**src/sv/mpq_pkg.sv**
```systemverilog
// Package for the multilevel priority queue: default sizes, field widths,
// operation and status codes, and the controller/datapath link types.
// No dependencies.
package mpq_pkg;

  // Default sizes, handed to the top level parameters
  localparam int NUM_LEVELS_DEF  = 4;
  localparam int LEVEL_DEPTH_DEF = 16;

  // Request and result field widths
  localparam int MODE_W   = 1;
  localparam int VALUE_W  = 32;
  localparam int LEVEL_W  = 2;
  localparam int STATUS_W = 2;

  // Operation codes
  localparam logic [MODE_W-1:0] MODE_INSERT = 1'b0;
  localparam logic [MODE_W-1:0] MODE_REMOVE = 1'b1;

  // Result status codes
  localparam logic [STATUS_W-1:0] ST_DONE  = 2'd0;
  localparam logic [STATUS_W-1:0] ST_FULL  = 2'd1;
  localparam logic [STATUS_W-1:0] ST_EMPTY = 2'd2;

  // Commands from controller to datapath
  typedef struct packed {
    logic accept;      // request taken this cycle
    logic load_value;  // slot read data is valid, copy into result
  } dp_cmd_t;

  // Status from datapath to controller
  typedef struct packed {
    logic need_read;   // pending request is a remove that hits a value
  } dp_sts_t;

endpackage

```
**src/sv/mpq_if.sv**
```systemverilog
// Channel interfaces for the multilevel priority queue: request and result.
// Depends on mpq_pkg.
interface mpq_in_if
  import mpq_pkg::*;
();
  logic                      valid;
  logic                      ready;
  logic        [MODE_W-1:0]  mode;
  logic signed [VALUE_W-1:0] value;
  logic        [LEVEL_W-1:0] level;

  modport source (output valid, mode, value, level, input ready);
  modport sink   (input valid, mode, value, level, output ready);
endinterface

interface mpq_out_if
  import mpq_pkg::*;
();
  logic                       valid;
  logic                       ready;
  logic        [STATUS_W-1:0] status;
  logic signed [VALUE_W-1:0]  out_value;
  logic        [LEVEL_W-1:0]  out_level;

  modport source (output valid, status, out_value, out_level, input ready);
  modport sink   (input valid, status, out_value, out_level, output ready);
endinterface

```
**src/sv/mpq_ctrl.sv**
```systemverilog
// Controller for the multilevel priority queue: sequences one request
// through accept, slot read and result hand-off. Depends on mpq_pkg.
module mpq_ctrl
  import mpq_pkg::*;
(
  input  logic    clk,
  input  logic    rst_n,
  input  logic    in_valid,
  output logic    in_ready,
  output logic    out_valid,
  input  logic    out_ready,
  input  dp_sts_t sts,
  output dp_cmd_t cmd
);

  typedef enum logic [1:0] {S_IDLE, S_READ, S_OUT} state_t;

  state_t state_r;
  logic   in_ready_r;
  logic   out_valid_r;

  assign in_ready  = in_ready_r;
  assign out_valid = out_valid_r;

  // Datapath commands
  assign cmd.accept     = in_valid & in_ready_r;
  assign cmd.load_value = (state_r == S_READ);

  // State and handshake registers
  always_ff @(posedge clk) begin
    if (!rst_n) begin
      state_r     <= S_IDLE;
      in_ready_r  <= 1'b1;
      out_valid_r <= 1'b0;
    end else begin
      case (state_r)
        S_IDLE: begin
          if (in_valid) begin
            in_ready_r <= 1'b0;
            if (sts.need_read) begin
              state_r <= S_READ;
            end else begin
              state_r     <= S_OUT;
              out_valid_r <= 1'b1;
            end
          end
        end
        S_READ: begin
          state_r     <= S_OUT;
          out_valid_r <= 1'b1;
        end
        S_OUT: begin
          if (out_ready) begin
            state_r     <= S_IDLE;
            out_valid_r <= 1'b0;
            in_ready_r  <= 1'b1;
          end
        end
        default: begin
          state_r     <= S_IDLE;
          out_valid_r <= 1'b0;
          in_ready_r  <= 1'b1;
        end
      endcase
    end
  end

endmodule

```
**src/sv/mpq_dp.sv**
```systemverilog
// Datapath for the multilevel priority queue: per-level pointers and counts,
// slot memory, priority pick and result registers. Depends on mpq_pkg.
module mpq_dp
  import mpq_pkg::*;
#(
  parameter int NUM_LEVELS  = NUM_LEVELS_DEF,
  parameter int LEVEL_DEPTH = LEVEL_DEPTH_DEF
) (
  input  logic                       clk,
  input  logic                       rst_n,
  input  dp_cmd_t                    cmd,
  output dp_sts_t                    sts,
  input  logic        [MODE_W-1:0]   in_mode,
  input  logic signed [VALUE_W-1:0]  in_value,
  input  logic        [LEVEL_W-1:0]  in_level,
  output logic        [STATUS_W-1:0] res_status,
  output logic signed [VALUE_W-1:0]  res_value,
  output logic        [LEVEL_W-1:0]  res_level
);

  localparam int LW    = $clog2(NUM_LEVELS);
  localparam int DW    = $clog2(LEVEL_DEPTH);
  localparam int CW    = $clog2(LEVEL_DEPTH + 1);
  localparam int AW    = LW + DW;
  localparam int SLOTS = 1 << AW;

  localparam logic [DW-1:0] PTR_LAST = DW'(LEVEL_DEPTH - 1);
  localparam logic [CW-1:0] CNT_FULL = CW'(LEVEL_DEPTH);

  logic [DW-1:0] head_r [NUM_LEVELS];
  logic [DW-1:0] tail_r [NUM_LEVELS];
  logic [CW-1:0] cnt_r  [NUM_LEVELS];

  logic [VALUE_W-1:0] slot_mem [SLOTS];
  logic [VALUE_W-1:0] rd_data_r;

  logic [STATUS_W-1:0] res_status_r;
  logic [VALUE_W-1:0]  res_value_r;
  logic [LEVEL_W-1:0]  res_level_r;

  logic          lvl_ok;
  logic [LW-1:0] ins_idx;
  logic          ins_full;
  logic          do_insert;
  logic          found;
  logic [LW-1:0] hit_idx;
  logic          do_remove;

  // Insert checks: level in range and not full
  assign lvl_ok   = (32'(in_level) < 32'(NUM_LEVELS));
  assign ins_idx  = LW'(in_level);
  assign ins_full = (cnt_r[ins_idx] == CNT_FULL);

  // Priority pick: highest-numbered non-empty level wins
  always_comb begin
    found   = 1'b0;
    hit_idx = '0;
    for (int i = 0; i < NUM_LEVELS; i++) begin
      if (cnt_r[i] != '0) begin
        found   = 1'b1;
        hit_idx = LW'(i);
      end
    end
  end

  assign do_insert     = cmd.accept && (in_mode == MODE_INSERT) && lvl_ok && !ins_full;
  assign do_remove     = cmd.accept && (in_mode == MODE_REMOVE) && found;
  assign sts.need_read = (in_mode == MODE_REMOVE) && found;

  // Pointer and count update
  always_ff @(posedge clk) begin
    if (!rst_n) begin
      for (int i = 0; i < NUM_LEVELS; i++) begin
        head_r[i] <= '0;
        tail_r[i] <= '0;
        cnt_r[i]  <= '0;
      end
    end else if (do_insert) begin
      tail_r[ins_idx] <= (tail_r[ins_idx] == PTR_LAST) ? '0 : tail_r[ins_idx] + DW'(1);
      cnt_r[ins_idx]  <= cnt_r[ins_idx] + CW'(1);
    end else if (do_remove) begin
      head_r[hit_idx] <= (head_r[hit_idx] == PTR_LAST) ? '0 : head_r[hit_idx] + DW'(1);
      cnt_r[hit_idx]  <= cnt_r[hit_idx] - CW'(1);
    end
  end

  // Slot memory: one write or one registered read per request
  always_ff @(posedge clk) begin
    if (do_insert) begin
      slot_mem[{ins_idx, tail_r[ins_idx]}] <= in_value;
    end
    if (do_remove) begin
      rd_data_r <= slot_mem[{hit_idx, head_r[hit_idx]}];
    end
  end

  // Result registers
  always_ff @(posedge clk) begin
    if (cmd.accept) begin
      res_value_r <= '0;
      res_level_r <= '0;
      if (in_mode == MODE_INSERT) begin
        res_status_r <= (lvl_ok && !ins_full) ? ST_DONE : ST_FULL;
      end else if (found) begin
        res_status_r <= ST_DONE;
        res_level_r  <= LEVEL_W'(hit_idx);
      end else begin
        res_status_r <= ST_EMPTY;
      end
    end else if (cmd.load_value) begin
      res_value_r <= rd_data_r;
    end
  end

  assign res_status = res_status_r;
  assign res_value  = res_value_r;
  assign res_level  = res_level_r;

endmodule

```
**src/sv/multilevel_priority_queue.sv**
```systemverilog
// Top level of the multilevel priority queue: controller plus datapath.
// Depends on mpq_pkg, mpq_if, mpq_ctrl and mpq_dp.
//
//   channel   dir  handshake          payload
//   in_if     in   valid / ready      mode, value, level
//   out_if    out  valid / ready      status, out_value, out_level
//
// One request at a time. An insert or a failed remove delivers its result
// the cycle after acceptance; a successful remove first passes through the
// slot-read state for the registered read of the slot memory.
// A stalled result holds; no request is taken until it is delivered.
// Reset (synchronous, active low) empties every level at once.
module multilevel_priority_queue
  import mpq_pkg::*;
#(
  parameter int NUM_LEVELS  = NUM_LEVELS_DEF,
  parameter int LEVEL_DEPTH = LEVEL_DEPTH_DEF
) (
  input logic     clk,
  input logic     rst_n,
  mpq_in_if.sink  in_if,
  mpq_out_if.source out_if
);

  dp_cmd_t cmd;
  dp_sts_t sts;

  mpq_ctrl u_ctrl (
    .clk       (clk),
    .rst_n     (rst_n),
    .in_valid  (in_if.valid),
    .in_ready  (in_if.ready),
    .out_valid (out_if.valid),
    .out_ready (out_if.ready),
    .sts       (sts),
    .cmd       (cmd)
  );

  mpq_dp #(
    .NUM_LEVELS  (NUM_LEVELS),
    .LEVEL_DEPTH (LEVEL_DEPTH)
  ) u_dp (
    .clk        (clk),
    .rst_n      (rst_n),
    .cmd        (cmd),
    .sts        (sts),
    .in_mode    (in_if.mode),
    .in_value   (in_if.value),
    .in_level   (in_if.level),
    .res_status (out_if.status),
    .res_value  (out_if.out_value),
    .res_level  (out_if.out_level)
  );

endmodule

```
**src/flat_wrapper.sv**
```systemverilog
// flat-port wrapper written by rule: the top's interface ports become plain ports
module multilevel_priority_queue_flat import mpq_pkg::*;
#(
  parameter int NUM_LEVELS  = NUM_LEVELS_DEF,
  parameter int LEVEL_DEPTH = LEVEL_DEPTH_DEF
)
  (clk, rst_n, in_if_valid, in_if_mode, in_if_value, in_if_level, in_if_ready, out_if_valid, out_if_status, out_if_out_value, out_if_out_level, out_if_ready);
  mpq_in_if in_if_i ();
  mpq_out_if out_if_i ();
  input logic clk;
  input logic rst_n;
  input wire logic [$bits(in_if_i.valid)-1:0] in_if_valid;
  input wire logic [$bits(in_if_i.mode)-1:0] in_if_mode;
  input wire logic [$bits(in_if_i.value)-1:0] in_if_value;
  input wire logic [$bits(in_if_i.level)-1:0] in_if_level;
  output wire logic [$bits(in_if_i.ready)-1:0] in_if_ready;
  output wire logic [$bits(out_if_i.valid)-1:0] out_if_valid;
  output wire logic [$bits(out_if_i.status)-1:0] out_if_status;
  output wire logic [$bits(out_if_i.out_value)-1:0] out_if_out_value;
  output wire logic [$bits(out_if_i.out_level)-1:0] out_if_out_level;
  input wire logic [$bits(out_if_i.ready)-1:0] out_if_ready;
  assign in_if_i.valid = in_if_valid;
  assign in_if_i.mode = in_if_mode;
  assign in_if_i.value = in_if_value;
  assign in_if_i.level = in_if_level;
  assign in_if_ready = in_if_i.ready;
  assign out_if_valid = out_if_i.valid;
  assign out_if_status = out_if_i.status;
  assign out_if_out_value = out_if_i.out_value;
  assign out_if_out_level = out_if_i.out_level;
  assign out_if_i.ready = out_if_ready;
  multilevel_priority_queue #(.NUM_LEVELS(NUM_LEVELS), .LEVEL_DEPTH(LEVEL_DEPTH)) u_core (.clk(clk), .rst_n(rst_n), .in_if(in_if_i), .out_if(out_if_i));
endmodule
```
**config.mk**
```make
export PLATFORM = sky130hd
export DESIGN_NAME = multilevel_priority_queue_flat
export DESIGN_NICKNAME = d
export VERILOG_FILES = /design/src/sv/mpq_pkg.sv /design/src/sv/mpq_if.sv /design/src/sv/mpq_ctrl.sv /design/src/sv/mpq_dp.sv /design/src/sv/multilevel_priority_queue.sv /design/src/flat_wrapper.sv
export SDC_FILE = /design/constraint.sdc
export NUM_CORES = 2
export LEC_CHECK = 0
export ABC_CLOCK_PERIOD_IN_PS = 4800
export BUFFER_PORTS_ARGS = -buffer_cell sky130_fd_sc_hd__buf_2
export CAP_MARGIN = 0
export CORE_MARGIN = 4
export CORE_UTILIZATION = 35
export CTS_CLUSTER_DIAMETER = 120
export DETAILED_ROUTE_END_ITERATION = 16
export PLACE_DENSITY = 0.54
export SLEW_MARGIN = 25
export SYNTH_ARGS = -nofsm -noshare
export SYNTH_HDL_FRONTEND = slang
export SYNTH_HIERARCHICAL = 1
export SYNTH_SLANG_ARGS = --single-unit
```
**constraint.sdc**
```tcl
create_clock -name clk -period 4.8 [get_ports clk]
set_input_delay 0.72 -clock clk [delete_from_list [all_inputs] [get_ports clk]]
set_output_delay 0.72 -clock clk [all_outputs]
set_load 0.01 [all_outputs]
```
==> results.md <==
* Status: finished, final reports clean
* WHS at 0.09326 ns
* HP Start: in_if_valid
* Worst slew margin at 0.2388
* Cell count after placement at 9100
* Die W at between 500 and 600 um
* Area taken by flip-flops and latches at 64860 um^2
* Non-Filler Instances at 9511
* Fin. Hold Viols at 0
* Clock sink count at 2172
* # DRC at 0
* GR Util All Layers at 0.2268
* Hold endpoint: u_core/u_ctrl/in_ready
* Share of post-route cells with drive strength above 1 at 0.1508
* R2R setup slack at 0.11 ns
* Global-route wire length before repair at 414800 um
* Largest net degree at the start of global routing at 103
* Ports at 77
* Fmax at around 210 MHz
* Port bufs at 76
* Hold depth at 2
* Most common flop cell mapped by yosys: edfxtp_1
* Std-Cell Rows at between 150 and 200
* Post-synthesis sequential area ratio at 0.7516
* Aggregate routed wire length at 298300 um
* Synth-to-layout area growth at 17.07%
* R2R Path End: u_core/u_dp/rd_data_r[23]
* Crit Path Category: register to register
* Setup crit end kind: register
* CP Data Required Time at 5.52 ns
* Syn Area/Cell at 14.87 um^2
* Post-DRT Antenna Nets at 0
* RR Startpoint: u_core/u_dp/cnt_r[3][2]
* Effective utilization at floorplan at 0.3512
* Vias per std cell at 5.835
* Synth unique cells at 76
* First-pass iteration count of the detailed router at 5
* Maximum vdd ir drop at 0.3292 mV
* # setup viols final at 0
* Worst hold path type: primary input to register
* Gate Count Post-Synth at 5802
* Root Buffer: clkbuf_16
* Setup Buffers After CTS at 0
* Critical Path Source Type: register
* Final cycle utilization of the critical path at 0.9772
* Post-CTS Hold Buffers at 0
* Register bit count reported by yosys at between 2000 and 2500
* Skew final at 0.05290 ns
* Worst Path Arrival at roughly 5.4 ns
* Synthesized Nets at 5846
* Clock Path Buffers at 3
* Clk Latency, worst-skew pair at between 0.8 and 0.9 ns
* Die area at about 250000 um^2
* Pwr dens at roughly 440 nW/um^2
* Routed WL per cell at 31.36 um
* Count of flip-flops with a built-in enable after synthesis at 2136
* Initial DRC Count at 7316
* Gr ovfl total at 0
* Initial antenna violation count at 20
* Pleak at 0.03461 uW
* CTS tree: built
* Chip height at 504.6 um
* Crit path max fanout at 28
* R2R depth at 14
* Synthesis Warnings at 6
* Final slew viol count at 0
* Final Wtd Congestion at ~0.86
* CTS HTree Levels at 4
* Worst-margin pin slew at 1.134 ns
* DP HPWL at between 150000 and 200000 um
* Max Cap Violations at 0
* Filler Cells Inserted at 22120
* Vias in the first global route at 52470
* Area of the multi-input gates at 20230 um^2
* Core Footprint at between 200000 and 250000 um^2
* Setup TNS at 0 ns
* Layout Nets at a little over 6000
* Clock slew at reported path FFs at 0.06 ns
* Routed vias at ~55000
* Ys async rst share at 0
* Minimum clock period at 4.691 ns
* CTS Buf Count at around 220
* Post-CTS Resized at 0
* RSZ-0062 raised after global routing: no
* Mapped Area at 86300 um^2
==> metrics by stage <==
step	worst slack, ns	util	area [um^2]	total power, uW
after floorplan	0.4202	-	86300	24650
after global placement	0.2052	0.3826	94000	27500
after detailed placement	0.1995	0.3827	94030	27520
after CTS	0.1404	0.4111	101000	44130
after global routing	0.02841	0.4112	101000	45320
final	0.1095	0.4112	101000	43960
==> worst max-delay path by stage <==
stage                            startpoint                          to  slack [ns]
finish              u_core/u_dp/cnt_r[3][2]   u_core/u_dp/rd_data_r[23]        0.11
global route        u_core/u_dp/cnt_r[3][2]   u_core/u_dp/rd_data_r[23]        0.03
CTS                 u_core/u_dp/cnt_r[3][2]   u_core/u_dp/rd_data_r[20]        0.14
detailed placement  u_core/u_dp/cnt_r[3][2]   u_core/u_dp/rd_data_r[20]        0.20
global placement    u_core/u_dp/cnt_r[1][0]   u_core/u_dp/rd_data_r[24]        0.21
floorplan                    in_if_level[1]  u_core/u_dp/slot_mem[0][0]        0.42
==> registers in the layout, indices dropped and copies added, names as in the netlist <==
register,flops
u_core/u_dp/rd_data_r,32
u_core/u_dp/res_level,2
u_core/u_ctrl/in_ready,1
u_core/u_dp/res_value,32
u_core/u_ctrl/out_valid,1
u_core/u_dp/cnt_r,20
u_core/u_dp/head_r,16
u_core/u_dp/tail_r,16
u_core/u_ctrl/state_r,2
u_core/u_dp/res_status,2
u_core/u_dp/slot_mem,2048
==> critical path, cell delays in order, from the launching register on <==
cell and delay [ns]:
edfxtp_1 0.45, or3_1 0.52, nor4_4 0.38, buf_4 0.25, nand3_4 0.17, nand2_8 0.25, buf_12 0.24, buf_12 0.24
buf_12 0.20, buf_4 0.19, a211oi_1 0.10, a211oi_1 0.49, o21ai_0 0.37, o2111ai_1 0.42, or3_1 0.17
==> where the power goes <==
part	internal (uW)	switching (uW)	total [uW]
sequential	21000	103	21100
combinational	1900	4200	6100
clock	9360	7410	16800
==> cell usage after synthesis (all sizes together) (30+ instances only) <==
master      n  share of area
edfxtp   2136           0.74
nand2    1047          0.046
mux2i     354          0.041
and3      254          0.018
a211oi    205          0.018
clkbuf    201         0.0087
buf       195          0.012
a21oi     186          0.011
nand3     182          0.011
nor2      163         0.0072
a31oi     128         0.0093
o221ai    107          0.011
o21ai      71         0.0041
a311oi     60         0.0061
a2111oi    43         0.0044
a211o      39         0.0040
a311o      38         0.0044
dfxtp      36         0.0084
mux2       36         0.0047
o211ai     33         0.0029
or3        30         0.0022
==> layer usage <==
layer | GRT usage | up-vias | wire [um]
met5 | 0 | - | 72
met4 | 0.08807 | 10 | 12830
met3 | 0.03612 | 548 | 24260
met2 | 0.3544 | 2914 | 136500
met1 | 0.3181 | 28820 | 124700
li1 | - | 23210 | -
==> cell type report <==
class                      instances  share of cell area
sequential                      2172              0.6420
clock buffer                     285             0.05840
inverter                          24            0.001040
antenna                            3          0.00007431
tap                             3220             0.03988
timing repair buffer             474             0.04772
multi-input combinational       3210              0.2002
clock inverter                   123             0.01069
==> placed cells by master, fill, tap and decap left out, types with 26 or more instances in the layout <==
cell type     n
and3_1      254
nor2_4       72
clkinv_1     41
a211oi_1    204
mux2i_1     354
nand4_1      26
a31oi_1     128
buf_12      114
nand2_1    1042
mux2_2       36
nand3_1     180
a311oi_1     58
buf_2        67
o221ai_1    107
nor2_1       90
clkbuf_1     51
a21oi_1     185
clkbuf_16   221
or3_1        30
a2111oi_0    42
buf_4       292
dfxtp_1      36
clkinv_2     46
edfxtp_1   2136
a211o_1      39
o21ai_0      65
a311o_1      38
o211ai_1     33
==> logic make-up (layout without fill, tap and decap cells) <==
kind of cell | count (synthesis) | in the layout | synth area share
flip-flops | 2172 | 2172 | 0.7516
AND/OR/NAND/NOR | 1778 | 1778 | 0.09196
AO/OA/AOI/OAI | 1021 | 1021 | 0.08539
buffers and inverters | 420 | 906 | 0.02172
multiplexers | 398 | 398 | 0.04784
XOR/XNOR | 8 | 8 | 0.0008119
adder cells (fa/ha/maj) | 5 | 5 | 0.0007249
other | 0 | 3 | 0
(Power assumes the default switching activity.)
